[config.mk]
export PLATFORM = sky130hd
export DESIGN_NAME = strict_utf8_decoder_top_flat
export DESIGN_NICKNAME = d
export VERILOG_FILES = /design/src/design/u8d_pkg.sv /design/src/design/u8d_if.sv /design/src/design/u8d_front.sv /design/src/design/u8d_fifo.sv /design/src/design/u8d_back.sv /design/src/design/strict_utf8_decoder_top.sv /design/src/flat_wrapper.sv
export SDC_FILE = /design/constraint.sdc
export NUM_CORES = 1
export LEC_CHECK = 0
export ABC_AREA = 1
export BUFFER_PORTS_ARGS = -buffer_cell sky130_fd_sc_hd__buf_4
export CORE_MARGIN = 3
export CORE_UTILIZATION = 62
export DETAILED_ROUTE_END_ITERATION = 10
export HOLD_SLACK_MARGIN = 0.05
export PLACE_DENSITY_LB_ADDON = 0.15
export SYNTH_ARGS = -nofsm -noshare
export SYNTH_HDL_FRONTEND = slang
export SYNTH_SLANG_ARGS = --single-unit
[constraint.sdc]
create_clock -name clk -period 6.25 [get_ports clk]
set_input_delay 0.625 -clock clk [delete_from_list [all_inputs] [get_ports clk]]
set_output_delay 0.625 -clock clk [all_outputs]
set_load 0.02 [all_outputs]
[src/design/u8d_pkg.sv]
// Shared types and constants for the strict UTF-8 decoder.
// No dependencies; every other design file depends on this package.
package u8d_pkg;

	localparam int unsigned CP_W      = 21;
	localparam int unsigned REP_W     = 3;	// replacement count, 0..4
	localparam int unsigned JOB_DEPTH = 4;
	localparam int unsigned JOB_AW    = $clog2(JOB_DEPTH);
	localparam int unsigned JOB_CW    = $clog2(JOB_DEPTH + 1);

	localparam logic [CP_W-1:0] REPL_CP     = 21'h00FFFD;
	localparam logic [CP_W-1:0] SURR_LO     = 21'h00D800;
	localparam logic [CP_W-1:0] SURR_HI     = 21'h00DFFF;
	localparam logic [CP_W-1:0] CP_MAX      = 21'h10FFFF;
	localparam logic [CP_W-1:0] MIN_2BYTE   = 21'h000080;
	localparam logic [CP_W-1:0] MIN_3BYTE   = 21'h000800;
	localparam logic [CP_W-1:0] MIN_4BYTE   = 21'h010000;

	// Continuations expected by an open sequence
	localparam logic [1:0] SEQ_NONE = 2'd0;
	localparam logic [1:0] SEQ_TWO  = 2'd1;
	localparam logic [1:0] SEQ_THREE = 2'd2;
	localparam logic [1:0] SEQ_FOUR = 2'd3;

	// One queued job: n_rep replacement results, then optionally one code point
	typedef struct packed {
		logic [REP_W-1:0] n_rep;
		logic             has_cp;
		logic [CP_W-1:0]  cp;
	} job_t;

endpackage

[src/design/u8d_if.sv]
// Handshake channels of the strict UTF-8 decoder: byte in, code point out.
// Depends on u8d_pkg for the code point width.
interface u8d_byte_if;
	logic       valid;
	logic       ready;
	logic [7:0] text_byte;

	modport source (output valid, output text_byte, input ready);
	modport sink (input valid, input text_byte, output ready);
endinterface

interface u8d_cp_if;
	logic                     valid;
	logic                     ready;
	logic [u8d_pkg::CP_W-1:0] code_point;
	logic                     replaced;
	logic                     last_of_run;

	modport source (output valid, output code_point, output replaced,
		output last_of_run, input ready);
	modport sink (input valid, input code_point, input replaced,
		input last_of_run, output ready);
endinterface

[src/design/u8d_front.sv]
// Front end: takes bytes, tracks the open sequence, builds result jobs.
// Depends on u8d_pkg and u8d_byte_if.
module u8d_front (
	input  logic            clk,
	input  logic            arst_n,
	u8d_byte_if.sink        text_in,
	input  logic            queue_full,
	output logic            push,
	output u8d_pkg::job_t   job
);
	import u8d_pkg::*;

	logic [1:0]      seq_q, seq_n;
	logic [1:0]      cs_q, cs_n;
	logic [CP_W-1:0] acc_q, acc_n;
	logic [7:0]      b;
	logic            accept, is_cont, fresh, ok;
	logic [CP_W-1:0] shifted;
	logic [1:0]      cs_inc;

	assign b       = text_in.text_byte;
	assign accept  = text_in.valid && text_in.ready;
	assign is_cont = (b[7:6] == 2'b10);
	assign shifted = {acc_q[CP_W-7:0], b[5:0]};
	assign cs_inc  = cs_q + 2'd1;

	// range checks on a completed sequence
	always_comb begin
		ok = 1'b1;
		if (seq_q == SEQ_TWO && shifted < MIN_2BYTE) ok = 1'b0;
		if (seq_q == SEQ_THREE && shifted < MIN_3BYTE) ok = 1'b0;
		if (seq_q == SEQ_FOUR && shifted < MIN_4BYTE) ok = 1'b0;
		if (shifted >= SURR_LO && shifted <= SURR_HI) ok = 1'b0;
		if (shifted > CP_MAX) ok = 1'b0;
	end

	always_comb begin
		seq_n      = seq_q;
		cs_n       = cs_q;
		acc_n      = acc_q;
		fresh      = 1'b1;
		job.n_rep  = '0;
		job.has_cp = 1'b0;
		job.cp     = shifted;
		if (seq_q != SEQ_NONE) begin
			if (is_cont) begin
				fresh = 1'b0;
				acc_n = shifted;
				cs_n  = cs_inc;
				if (cs_inc == seq_q) begin
					if (ok) begin
						job.has_cp = 1'b1;
					end else begin
						job.n_rep = {1'b0, seq_q} + 3'd1;
					end
					seq_n = SEQ_NONE;
					cs_n  = '0;
					acc_n = '0;
				end
			end else begin
				// interrupted: lead plus each held continuation
				job.n_rep = {1'b0, cs_q} + 3'd1;
				seq_n = SEQ_NONE;
				cs_n  = '0;
				acc_n = '0;
			end
		end
		if (fresh && b != 8'h00) begin
			if (b[7] == 1'b0) begin
				job.has_cp = 1'b1;
				job.cp     = {13'd0, b};
			end else if (b[7:5] == 3'b110) begin
				seq_n = SEQ_TWO;
				cs_n  = '0;
				acc_n = {16'd0, b[4:0]};
			end else if (b[7:4] == 4'b1110) begin
				seq_n = SEQ_THREE;
				cs_n  = '0;
				acc_n = {17'd0, b[3:0]};
			end else if (b[7:3] == 5'b11110) begin
				seq_n = SEQ_FOUR;
				cs_n  = '0;
				acc_n = {18'd0, b[2:0]};
			end else begin
				// stray continuation or invalid lead
				job.n_rep = job.n_rep + 3'd1;
			end
		end
	end

	assign text_in.ready = !queue_full;
	assign push = accept && (job.n_rep != '0 || job.has_cp);

	always_ff @(posedge clk or negedge arst_n) begin
		if (!arst_n) begin
			seq_q <= SEQ_NONE;
			cs_q  <= '0;
			acc_q <= '0;
		end else if (accept) begin
			seq_q <= seq_n;
			cs_q  <= cs_n;
			acc_q <= acc_n;
		end
	end

endmodule

[src/design/u8d_fifo.sv]
// Job queue between the front end and the result emitter.
// Depends on u8d_pkg (job_t, JOB_DEPTH).
module u8d_fifo (
	input  logic            clk,
	input  logic            arst_n,
	input  logic            push,
	input  u8d_pkg::job_t   push_job,
	input  logic            pop,
	output u8d_pkg::job_t   head_job,
	output logic            not_empty,
	output logic            full
);
	import u8d_pkg::*;

	job_t              mem_q [JOB_DEPTH];
	logic [JOB_AW-1:0] wr_q, rd_q;
	logic [JOB_CW-1:0] cnt_q;

	assign not_empty = (cnt_q != '0);
	assign full      = (cnt_q == JOB_CW'(JOB_DEPTH));
	assign head_job  = mem_q[rd_q];

	always_ff @(posedge clk) begin
		if (push) begin
			mem_q[wr_q] <= push_job;
		end
	end

	always_ff @(posedge clk or negedge arst_n) begin
		if (!arst_n) begin
			wr_q  <= '0;
			rd_q  <= '0;
			cnt_q <= '0;
		end else begin
			if (push) wr_q <= wr_q + JOB_AW'(1);
			if (pop) rd_q <= rd_q + JOB_AW'(1);
			if (push && !pop) begin
				cnt_q <= cnt_q + JOB_CW'(1);
			end else if (pop && !push) begin
				cnt_q <= cnt_q - JOB_CW'(1);
			end
		end
	end

endmodule

[src/design/u8d_back.sv]
// Back end: expands one job into its result transactions, one per cycle while the output is ready.
// Depends on u8d_pkg and u8d_cp_if.
module u8d_back (
	input  logic            clk,
	input  logic            arst_n,
	input  u8d_pkg::job_t   head_job,
	input  logic            not_empty,
	output logic            pop,
	u8d_cp_if.source        cp_out
);
	import u8d_pkg::*;

	logic             busy_q;
	logic [REP_W-1:0] rep_q;
	logic             has_cp_q;
	logic [CP_W-1:0]  cp_q;
	logic             rep_now, last, fire;

	assign rep_now = (rep_q != '0);
	assign last    = rep_now ? (rep_q == REP_W'(1) && !has_cp_q) : 1'b1;
	assign fire    = cp_out.valid && cp_out.ready;
	assign pop     = not_empty && (!busy_q || (fire && last));

	assign cp_out.valid       = busy_q;
	assign cp_out.code_point  = rep_now ? REPL_CP : cp_q;
	assign cp_out.replaced    = rep_now;
	assign cp_out.last_of_run = last;

	always_ff @(posedge clk or negedge arst_n) begin
		if (!arst_n) begin
			busy_q <= 1'b0;
			rep_q  <= '0;
		end else if (pop) begin
			busy_q <= 1'b1;
			rep_q  <= head_job.n_rep;
		end else if (fire) begin
			if (last) begin
				busy_q <= 1'b0;
			end else begin
				rep_q <= rep_q - REP_W'(1);
			end
		end
	end

	always_ff @(posedge clk) begin
		if (pop) begin
			has_cp_q <= head_job.has_cp;
			cp_q     <= head_job.cp;
		end
	end

endmodule

[src/design/strict_utf8_decoder_top.sv]
// Strict UTF-8 decoder, top level: front end, job queue, result emitter.
// The first result of a byte is registered in the job queue, then in the emitter,
//   which then raises valid; a busy emitter can delay it further.
// Throughput: one byte per cycle; a byte makes 0 to 4 results, the emitter
//   sends one per cycle while the output is ready, the 4-entry job queue absorbs the bursts, and input
//   stalls only while that queue is full.
// Reset (arst_n low, asynchronous): no sequence open, queue and emitter empty.
// Depends on u8d_pkg, u8d_if, u8d_front, u8d_fifo, u8d_back.
module strict_utf8_decoder_top (
	input  logic     clk,
	input  logic     arst_n,
	u8d_byte_if.sink text_in,
	u8d_cp_if.source cp_out
);
	import u8d_pkg::*;

	// front -> queue
	logic push;
	job_t push_job;
	logic full;

	// queue -> back
	job_t head_job;
	logic not_empty;
	logic pop;

	// Front end: sequence state updates at every byte transaction; each
	// byte that causes results pushes one job (replacement count plus an
	// optional code point). Ready drops only when the queue is full, so it
	// never waits on the output side directly.
	u8d_front u_front (
		.clk        (clk),
		.arst_n     (arst_n),
		.text_in    (text_in),
		.queue_full (full),
		.push       (push),
		.job        (push_job)
	);

	// Short queue decouples the two sides.
	u8d_fifo u_fifo (
		.clk       (clk),
		.arst_n    (arst_n),
		.push      (push),
		.push_job  (push_job),
		.pop       (pop),
		.head_job  (head_job),
		.not_empty (not_empty),
		.full      (full)
	);

	// Emitter: replacements first, then the code point; last_of_run marks
	// the final transaction of each job. Loads the next job in the same
	// cycle the last one leaves, so results stream without gaps while jobs are queued.
	u8d_back u_back (
		.clk       (clk),
		.arst_n    (arst_n),
		.head_job  (head_job),
		.not_empty (not_empty),
		.pop       (pop),
		.cp_out    (cp_out)
	);

endmodule
[src/flat_wrapper.sv]
// flat-port wrapper written by rule: the top's interface ports become plain ports
module strict_utf8_decoder_top_flat import u8d_pkg::*;
  (clk, arst_n, text_in_valid, text_in_text_byte, text_in_ready, cp_out_valid, cp_out_code_point, cp_out_replaced, cp_out_last_of_run, cp_out_ready);
  u8d_byte_if text_in_i ();
  u8d_cp_if cp_out_i ();
  input  logic clk;
  input  logic arst_n;
  input wire logic [$bits(text_in_i.valid)-1:0] text_in_valid;
  input wire logic [$bits(text_in_i.text_byte)-1:0] text_in_text_byte;
  output wire logic [$bits(text_in_i.ready)-1:0] text_in_ready;
  output wire logic [$bits(cp_out_i.valid)-1:0] cp_out_valid;
  output wire logic [$bits(cp_out_i.code_point)-1:0] cp_out_code_point;
  output wire logic [$bits(cp_out_i.replaced)-1:0] cp_out_replaced;
  output wire logic [$bits(cp_out_i.last_of_run)-1:0] cp_out_last_of_run;
  input wire logic [$bits(cp_out_i.ready)-1:0] cp_out_ready;
  assign text_in_i.valid = text_in_valid;
  assign text_in_i.text_byte = text_in_text_byte;
  assign text_in_ready = text_in_i.ready;
  assign cp_out_valid = cp_out_i.valid;
  assign cp_out_code_point = cp_out_i.code_point;
  assign cp_out_replaced = cp_out_i.replaced;
  assign cp_out_last_of_run = cp_out_i.last_of_run;
  assign cp_out_i.ready = cp_out_ready;
  strict_utf8_decoder_top u_core (.clk(clk), .arst_n(arst_n), .text_in(text_in_i), .cp_out(cp_out_i));
endmodule
==> metrics, run 1 <==
Yosys reg bits 152; clk slew on worst S/H paths 60 ps; fin cells 752; status completed; Detailed Route WL 13.02 mm; Placer Congestion 0.8574; path type of the worst setup path reg2reg; # diodes 0; Die Y 108.4 microns; endpoint class of the critical path flop; CTS tree done; leakage 2.922 nW; Tot GR Track Use 24.32%; Synthesis Warnings 0; post-route setup slack 2953 ps; Synth cell types 37; hold-critical path depth 1; nets 634; period utilization 52.74%; area delta synth->final 16.28%; Clock Latency Late Sink 530 ps; FILL cells 643; placed insts 720; Starting Density 64.95%; die width 108.4 microns; DRC 0; vias 4273; MaxCap Viol Count 0; DR WL/cell 17.31 microns; Mean Syn Cell Area 11.54 sq um; post-DP HPWL 7.564 mm; register area share after synthesis 67.96%; CTS H-tree depth 4; Core Region 0.01000 sq mm; largest net degree at the start of global routing 53; fin area 0.007552 sq mm; Required @ worst endpoint 6660 ps; area post-placement 0.006922 sq mm; setup violators final 0; share of the synthesized area in the top cell type 56.41%; Setup Fix Bufs, Post-CTS 0; Via density 5.682; Synth Instances 563; Hold Vio Cnt, Final 0; Cell Area, Synth 0.006495 sq mm; clock root cell clkbuf_8; post-route minimum period 3297 ps; Fin Setup TNS 0 ps; final clock skew 11.72 ps; Syn Nets 590; most frequent cells in the layout 122 x edfxtp_1, 96 x nor2_1, 63 x o21ai_0; Routed Antenna Nets 0; CP Data Arrival Time 3710 ps; FP Rows 36; CTS resizes 0; Slew headroom 26.90%; largest buffer count on any clock path 2; clk sinks 152; r2r setup slk 2950 ps; Num CTS Buffers 17; Power per Cell Area 494.0 mW/mm^2; vias in the first global route 4208; initial antenna violation count 0; first-pass GRT wire length 21.23 mm; Die ar. 0.01174 sq mm; final design utilization 75.53%; Worst-Margin Slew 1095 ps; crit path max fanout 7; Synth area leaders edfxtp_1 56%, dfrtp_1 12%, nor2_1 5.8%, o21ai_0 4.9%, o22ai_1 3.6%; number of buffers added on ports 36; DR pass1 iterations 5; gr ovfl total 0; R2R cell count 21; CP startpoint kind flop; critical path endpoint u_core.u_fifo.cnt_q[2]; area leader, netlist edfxtp_1; layout cells sized above 1 18.09%; pre-CTS setup slack 2958 ps; RSZ-0062 raised after global routing no; Peak VDD IR 0.2671 mV; worst r2r src u_core.u_front.cs_q[0]; IO Count 37; Peak Freq 0.3034 GHz; Min-Delay Path Class in2reg; Worst Setup SP u_core.u_front.cs_q[0]; commonest non-fill, non-tap cell in the layout edfxtp_1; Iter 0 DRT Violations 316; fin. max-slew vios 0; reg2reg end u_core.u_fifo.cnt_q[2]
==> synth_stat cells <==
cell / instances
a22oi_1: 1
fa_1: 1
inv_1: 59
ha_1: 14
a221o_1: 1
o22ai_1: 37
clkbuf_1: 18
o21bai_1: 1
nor2_4: 2
edfxtp_1: 122
o221ai_1: 1
nor4_1: 1
o21ai_2: 1
o31ai_1: 1
nor2_2: 4
a21boi_0: 1
nor2_1: 100
a21oi_1: 10
a31oi_1: 2
xnor2_1: 3
inv_2: 2
nand4_1: 2
dfrtp_1: 30
or2_2: 15
buf_4: 1
nand3_1: 11
buf_2: 1
nor3_1: 2
o31ai_4: 1
nand2_2: 8
xor2_1: 2
nand2_4: 1
nand2_1: 38
o211ai_1: 3
nor3_2: 1
clkinv_1: 2
o21ai_0: 63
==> how the worst min path moves through the flow <==
stage                                 from                         end  slack (ps)
finish                text_in_text_byte[2]   u_core.u_fifo.mem_q[3][2]         330
global route          text_in_text_byte[2]   u_core.u_fifo.mem_q[2][2]         310
CTS                   text_in_text_byte[2]   u_core.u_fifo.mem_q[3][2]         300
detailed placement  u_core.u_fifo.cnt_q[2]      u_core.u_fifo.cnt_q[2]         510
global placement    u_core.u_fifo.cnt_q[2]      u_core.u_fifo.cnt_q[2]         490
floorplan                           arst_n  u_core.u_back.cp_out.valid         330
==> cells by family (layout without fill, tap and decap cells) <==
| family | Yosys count | in the layout | synth area share (%) |
|---|---|---|---|
| adder cells (fa/ha/maj) | 15 | 15 | 3.005 |
| XOR/XNOR | 5 | 5 | 0.6744 |
| buffers and inverters | 83 | 139 | 4.874 |
| flip-flops | 152 | 152 | 67.96 |
| AND/OR/NAND/NOR | 185 | 185 | 12.54 |
| AO/OA/AOI/OAI | 123 | 123 | 10.94 |
==> repair_timing <==
action	4_1_cts	5_1_grt
endpoints found under the setup margin	0	0
hold buffers	1	0
hold endpoints to repair	30	0
==> flip-flops by register name, summed over array words and instances (netlist names) <==
name,count
u_core.u_back.rep_q,3
u_core.u_fifo.wr_q,2
u_core.u_back.cp_q,21
u_core.u_front.acc_q,15
u_core.u_fifo.cnt_q,3
u_core.u_front.seq_q,2
u_core.u_front.cs_q,2
u_core.u_back.has_cp_q,1
u_core.u_fifo.rd_q,2
u_core.u_back.cp_out.valid,1
u_core.u_fifo.mem_q,100
==> critical path, cell delays in order, from the launching register on <==
cell and delay (ps):
dfrtp_1 430, ha_1 360, xnor2_1 190, o21ai_2 130, nor2_1 100, nand2_1 70
a21boi_0 190, ha_1 190, nand2_2 60, inv_2 50, nand2_2 50, nand2_2 90
nor2_2 50, nand2_2 100, nand2_4 90, inv_1 70, ha_1 130, inv_1 70
fa_1 370, a21oi_1 140, o21ai_0 110, xnor2_1 140
==> report_power, final <==
group | leakage [nW] | internal (W) | switching (W)
sequential | 1.51 | 0.00142 | 0.0000851
clock | 0.302 | 0.000685 | 0.000380
combinational | 1.11 | 0.000368 | 0.000797
==> layout make-up <==
type	instances	area [sq um]	share of cell area (%)
Tap cell	133	166.4	2.203
Sequential cell	152	4414	58.45
Multi-Input combinational cell	328	1774	23.49
Timing Repair Buffer	45	340.3	4.506
Inverter	63	236.5	3.131
Clock inverter	13	202.7	2.684
Clock buffer	18	417.9	5.533
==> layer usage <==
metal / wire length [microns] / share of wire (%) / track usage [%]
met4: 201 / 1.5 / 9.378
met3: 724 / 5.6 / 6.388
met2: 6488 / 50 / 38.94
met1: 5603 / 43 / 32.28
met5: 0 / 0 / 0
==> metrics by stage <==
step           hold slack, ps  total power [W]
3_5_place_dp            505.4         0.002674
3_3_place_gp            487.1         0.002632
2_1_floorplan           329.4         0.002322
4_1_cts                 301.5         0.003755
5_1_grt                 312.3         0.003957
6_report                329.2         0.003731
Power figures use the tool's default switching activity.
==> run 2: changes to the inputs <==
Settings changed: CORE_UTILIZATION 62 to 60.
Clock period 6.25 ns to 3.3 ns, I/O delays scaled along.
==> metrics, run 2 (synthesis results as in run 1) <==
clk slew on worst S/H paths 70 ps (was 60 ps); most frequent cells in the layout 122 x edfxtp_1, 96 x nor2_1, 62 x o21ai_0 (was 122 x edfxtp_1, 96 x nor2_1, 63 x o21ai_0); Slew headroom 52.44% (was 26.90%); FP Rows 37 (was 36); DRC 0 (unchanged); Required @ worst endpoint 3700 ps (was 6660 ps); commonest non-fill, non-tap cell in the layout edfxtp_1 (unchanged); crit path max fanout 6 (was 7); Starting Density 62.35% (was 64.95%); post-route setup slack 233.0 ps (was 2953 ps); first-pass GRT wire length 20.93 mm (was 21.23 mm); Die ar. 0.01211 sq mm (was 0.01174 sq mm); largest buffer count on any clock path 2 (unchanged); pre-CTS setup slack -65.06 ps (was 2958 ps); gr ovfl total 0 (unchanged); initial antenna violation count 0 (unchanged); endpoint class of the critical path flop (unchanged); CP startpoint kind flop (unchanged); max reg flops 100 (unchanged); layout cells sized above 1 21.17% (was 18.09%); Power per Cell Area 917.4 mW/mm^2 (was 494.0 mW/mm^2); Detailed Route WL 13.21 mm (was 13.02 mm); Min-Delay Path Class in2reg (unchanged); # diodes 0 (unchanged); vias in the first global route 4067 (was 4208); IO Count 37 (unchanged); Largest Register u_core.u_fifo.mem_q (unchanged); Core Region 0.01042 sq mm (was 0.01000 sq mm); number of buffers added on ports 36 (unchanged); CTS tree done (unchanged); leakage 2.953 nW (was 2.922 nW); Worst-Margin Slew 712.6 ps (was 1095 ps); final clock skew 8.441 ps (was 11.72 ps); Die Y 110.0 microns (was 108.4 microns); path type of the worst setup path reg2reg (unchanged); vias 4335 (was 4273); r2r setup slk 230 ps (was 2950 ps); CP Data Arrival Time 3470 ps (was 3710 ps); Hold Vio Cnt, Final 0 (unchanged); setup violators final 0 (unchanged); clock root cell clkbuf_8 (unchanged); die width 110.0 microns (was 108.4 microns); placed insts 728 (was 720); post-route minimum period 3067 ps (was 3297 ps); Iter 0 DRT Violations 434 (was 316); Placer Congestion 0.8843 (was 0.8574); FILL cells 696 (was 643); DR pass1 iterations 5 (unchanged); nets 647 (was 634); Multi-input gate area 0.001807 sq mm (was 0.001774 sq mm); period utilization 92.94% (was 52.74%); register area 0.004418 sq mm (was 0.004414 sq mm); Clock Latency Late Sink 520 ps (was 530 ps); clk sinks 152 (unchanged); DR WL/cell 17.17 microns (was 17.31 microns); status completed (unchanged); CTS H-tree depth 4 (unchanged); Peak VDD IR 0.4818 mV (was 0.2671 mV); biggest registers after layout u_core.u_fifo.mem_q (100), u_core.u_back.cp_q (21), u_core.u_front.acc_q (15) (unchanged); MaxCap Viol Count 0 (unchanged); Tot GR Track Use 23.34% (was 24.32%); largest net degree at the start of global routing 52 (was 53); area delta synth->final 18.11% (was 16.28%); Via density 5.637 (was 5.682); Routed Antenna Nets 0 (unchanged); post-DP HPWL 8.334 mm (was 7.564 mm); Peak Freq 0.3261 GHz (was 0.3034 GHz); fin cells 769 (was 752); fin. max-slew vios 0 (unchanged); Num CTS Buffers 17 (unchanged)
## run 2: metal layers
layer  GRT usage [%]  routed length, microns  vias up
li1                -                       -     2064
met1           31.42                    5504     2115
met2           38.60                    6793      140
met3           4.718                     713       16
met4           7.302                     193        0
met5               0                       0        -
## run 2: path summary, 6_finish.rpt
kind / from / to / cells after the start
setup / recovery: u_core.u_front.cs_q[0] / u_core.u_fifo.cnt_q[2] / 22
min in group asynchronous: arst_n / u_core.u_front.cs_q[1] / 2
setup reg to reg: u_core.u_front.cs_q[0] / u_core.u_fifo.cnt_q[2] / 22
hold / removal: text_in_text_byte[4] / u_core.u_fifo.mem_q[1][4] / 1
max in group asynchronous: arst_n / u_core.u_front.seq_q[0] / 2
hold reg to reg: u_core.u_fifo.cnt_q[2] / u_core.u_fifo.cnt_q[2] / 1
## run 2: repair_timing
| item | 4_1_cts | 5_1_grt |
|---|---|---|
| hold buffers | 5 | 0 |
| buffers inserted | 0 | 4 |
| pin swaps | 0 | 4 |
| gates resized for setup | 2 | 12 |
| setup endpoints to repair | 2 | 2 |
| endpoints found under the hold margin | 46 | 0 |
## run 2: where the power goes
part,switching (W),internal (W)
logic,0.00155,0.000793
clock network,0.000760,0.00108
registers,0.000173,0.00268
## run 2: worst max-delay path, cell delays in order, from the launching register on
cell,delay [ps]
dfrtp_2,450
ha_4,270
xnor2_2,130
o21ai_2,120
nor2_1,70
nand2_1,70
nand2_1,70
nand2_1,90
inv_1,50
ha_1,200
nand2_2,80
nand3_1,90
nand2_2,100
nor2_2,50
nand2_2,100
nand2_4,70
inv_1,60
ha_1,150
inv_2,50
fa_2,340
a21oi_2,130
o21ai_1,90
xnor2_1,130
## run 2: cell type report
cell class | instances | area share, %
inverters | 63 | 3.083
clock buffers | 18 | 5.448
repair buffers | 58 | 6.165
clock inverters | 14 | 1.941
flip-flops and latches | 152 | 57.59
multi-input cells | 328 | 23.55
well taps | 136 | 2.218
## run 2: metrics by stage
step	hold slack, ps	setup TNS [ps]	area, sq um	utilization [%]	total power [W]
detailed placement	291.1	-85.58	6988	67.09	0.005141
global route	50.65	-14.47	7671	73.65	0.007460
CTS	53.95	0	7617	73.13	0.006997
finish	73.73	0	7671	73.65	0.007038
global placement	288.5	0	6988	67.09	0.005028
floorplan	34.41	-12520	6495	-	0.004398
==> run 3: changes to the inputs <==
Settings changed: CAP_MARGIN from default to 20, CORE_ASPECT_RATIO from default to 0.6.
==> metrics, run 3 (synthesis results as in run 1) <==
stages on the worst setup path 22 (unchanged); clock root cell clkbuf_16 (was clkbuf_8); routed wl met2 6.388 mm (was 6.793 mm); hold-critical path depth 1 (unchanged); status completed (unchanged); total power 0.007036 W (was 0.007038 W); clk sinks 152 (unchanged); Min-Delay Path Class in2reg (unchanged); Core Region 0.01019 sq mm (was 0.01042 sq mm); post-route minimum period 3061 ps (was 3067 ps); FP Rows 28 (was 37); final clock skew 7.762 ps (was 8.441 ps); crit path cell chain inv_2 > ha_1 > nand3_1 > o21bai_1 > nand2_1 > nand2_2 > nand2_1 > nand2_1 > nand2_1 > inv_1 > ha_1 > nand2_1 > nand2_2 > nor2_2 > nand2_2 > nand2_4 > inv_1 > ha_1 > inv_1 > fa_2 > nor2_1 > a21oi_1 (was ha_4 > xnor2_2 > o21ai_2 > nor2_1 > nand2_1 > nand2_1 > nand2_1 > inv_1 > ha_1 > nand2_2 > nand3_1 > nand2_2 > nor2_2 > nand2_2 > nand2_4 > inv_1 > ha_1 > inv_2 > fa_2 > a21oi_2 > o21ai_1 > xnor2_1); DR WL/cell 18.04 microns (was 17.17 microns); Peak VDD IR 0.4977 mV (was 0.4818 mV); Via density 5.690 (was 5.637); most frequent cells in the layout 122 x edfxtp_1, 96 x nor2_1, 62 x o21ai_0 (unchanged); Tot GR Track Use 24.22% (was 23.34%); vias 4387 (was 4335); Worst-Margin Slew 807.8 ps (was 712.6 ps); Starting Density 63.71% (was 62.35%); Num CTS Buffers 17 (unchanged); biggest registers after layout u_core.u_fifo.mem_q (100), u_core.u_back.cp_q (21), u_core.u_front.acc_q (15) (unchanged); Peak Freq 0.3267 GHz (was 0.3261 GHz); number of buffers added on ports 36 (unchanged); R2R cell count 22 (unchanged); Slew headroom 46.09% (was 52.44%); Required @ worst endpoint 3600 ps (was 3700 ps); most frequent CP cell nand2_1; slowest cell delay on critical path 440 ps (was 450 ps); CP max-delay cell dfrtp_2 (unchanged); first-pass GRT wire length 22.29 mm (was 20.93 mm); crit path max fanout 5 (was 6); # diodes 0 (unchanged); die width 140.3 microns (was 110.0 microns); endpoint class of the critical path flop (unchanged); path type of the worst setup path reg2reg (unchanged); DRC 0 (unchanged); WP buf/inv 4 (was 3); layout cells sized above 1 21.86% (was 21.17%); Die Y 86.59 microns (was 110.0 microns); period utilization 92.75% (was 92.94%); commonest non-fill, non-tap cell in the layout edfxtp_1 (unchanged); max reg flops 100 (unchanged); M1 wire length 6.383 mm (was 5.504 mm); Hold Vio Cnt, Final 0 (unchanged); fin. max-slew vios 0 (unchanged); FILL cells 669 (was 696); Power per Cell Area 920.2 mW/mm^2 (was 917.4 mW/mm^2); gr ovfl total 0 (unchanged); DR pass1 iterations 8 (was 5); Fin Setup TNS 0 ps (unchanged); leakage 2.964 nW (was 2.953 nW); worst hold slack 157.7 ps (was 73.73 ps); CTS tree done (unchanged); area delta synth->final 17.72% (was 18.11%); initial antenna violation count 0 (unchanged); largest net degree at the start of global routing 52 (unchanged); MaxCap Viol Count 0 (unchanged); Detailed Route WL 13.91 mm (was 13.21 mm); largest buffer count on any clock path 2 (unchanged); Clock Latency Late Sink 410 ps (was 520 ps); Routed Antenna Nets 0 (unchanged); CP startpoint kind flop (unchanged); nets 650 (was 647); vias in the first global route 4241 (was 4067); RSZ-0062 raised after global routing no; Worst path top cell family by delay simple AND/OR/NAND/NOR gates (was adder cells); Largest Register u_core.u_fifo.mem_q (unchanged); Placer Congestion 0.9045 (was 0.8843); Die ar. 0.01215 sq mm (was 0.01211 sq mm); WL met3 1.001 mm (was 713 microns); uppermost routed layer met4 (unchanged); IO Count 37 (unchanged); CP Data Arrival Time 3360 ps (was 3470 ps); post-DP HPWL 8.785 mm (was 8.334 mm); setup violators final 0 (unchanged); Iter 0 DRT Violations 478 (was 434); clk slew on worst S/H paths 60 ps (was 70 ps); CTS H-tree depth 4 (unchanged)
run 3: path summary, 6_finish.rpt:
check / startpoint / endpoint / slack [ps]
setup / recovery: u_core.u_front.seq_q[1] / u_core.u_fifo.cnt_q[1] / 240
hold / removal: text_in_text_byte[3] / u_core.u_fifo.mem_q[2][3] / 160
setup reg to reg: u_core.u_front.seq_q[1] / u_core.u_fifo.cnt_q[1] / 240
hold reg to reg: u_core.u_fifo.cnt_q[2] / u_core.u_fifo.cnt_q[2] / 500
max in group asynchronous: arst_n / u_core.u_front.seq_q[0] / 2580
min in group asynchronous: arst_n / u_core.u_fifo.wr_q[0] / 390
run 3: what timing repair did:
item / CTS / global route
pin swaps: 0 / 4
endpoints found under the setup margin: 1 / 2
hold buffers: 1 / 0
resized for setup: 0 / 10
setup buffers: 1 / 6
hold endpoints to repair: 30 / 0
gates cloned: 0 / 0
run 3: power by group:
group / internal [W] / leakage, nW / switching (W)
Sequential: 0.00268 / 1.51 / 0.000161
Clock: 0.00103 / 0.267 / 0.000761
Combinational: 0.000807 / 1.19 / 0.00160
Total: 0.00452 / 2.96 / 0.00252
run 3: per-stage QoR:
| step | std cells | cell area (sq um) | worst slack, ps | util, % |
|---|---|---|---|---|
| 5_1_grt | 771 | 7646 | 17.35 | 75.00 |
| 6_report | 771 | 7646 | 239.3 | 75.00 |
| 4_1_cts | 765 | 7571 | 40.32 | 74.26 |
| 3_5_place_dp | 731 | 6992 | 19.20 | 68.58 |
| 3_3_place_gp | 731 | 6992 | 97.20 | 68.58 |
| 2_1_floorplan | 563 | 6495 | -125.2 | - |
run 3: area by class of cell:
type	count	area, sq um	share of cell area, %
clock buffers	20	466.7	6.104
clock inverters	12	95.09	1.244
multi-input cells	328	1802	23.56
well taps	135	168.9	2.209
inverters	63	236.5	3.093
flip-flops and latches	152	4417	57.76
repair buffers	61	460.4	6.022
run 3: routing by layer:
metal	GRT usage, %	vias up
li1	-	2084
met1	35.47	2126
met2	37.33	157
met3	4.796	20
met4	7.828	0
met5	0	-
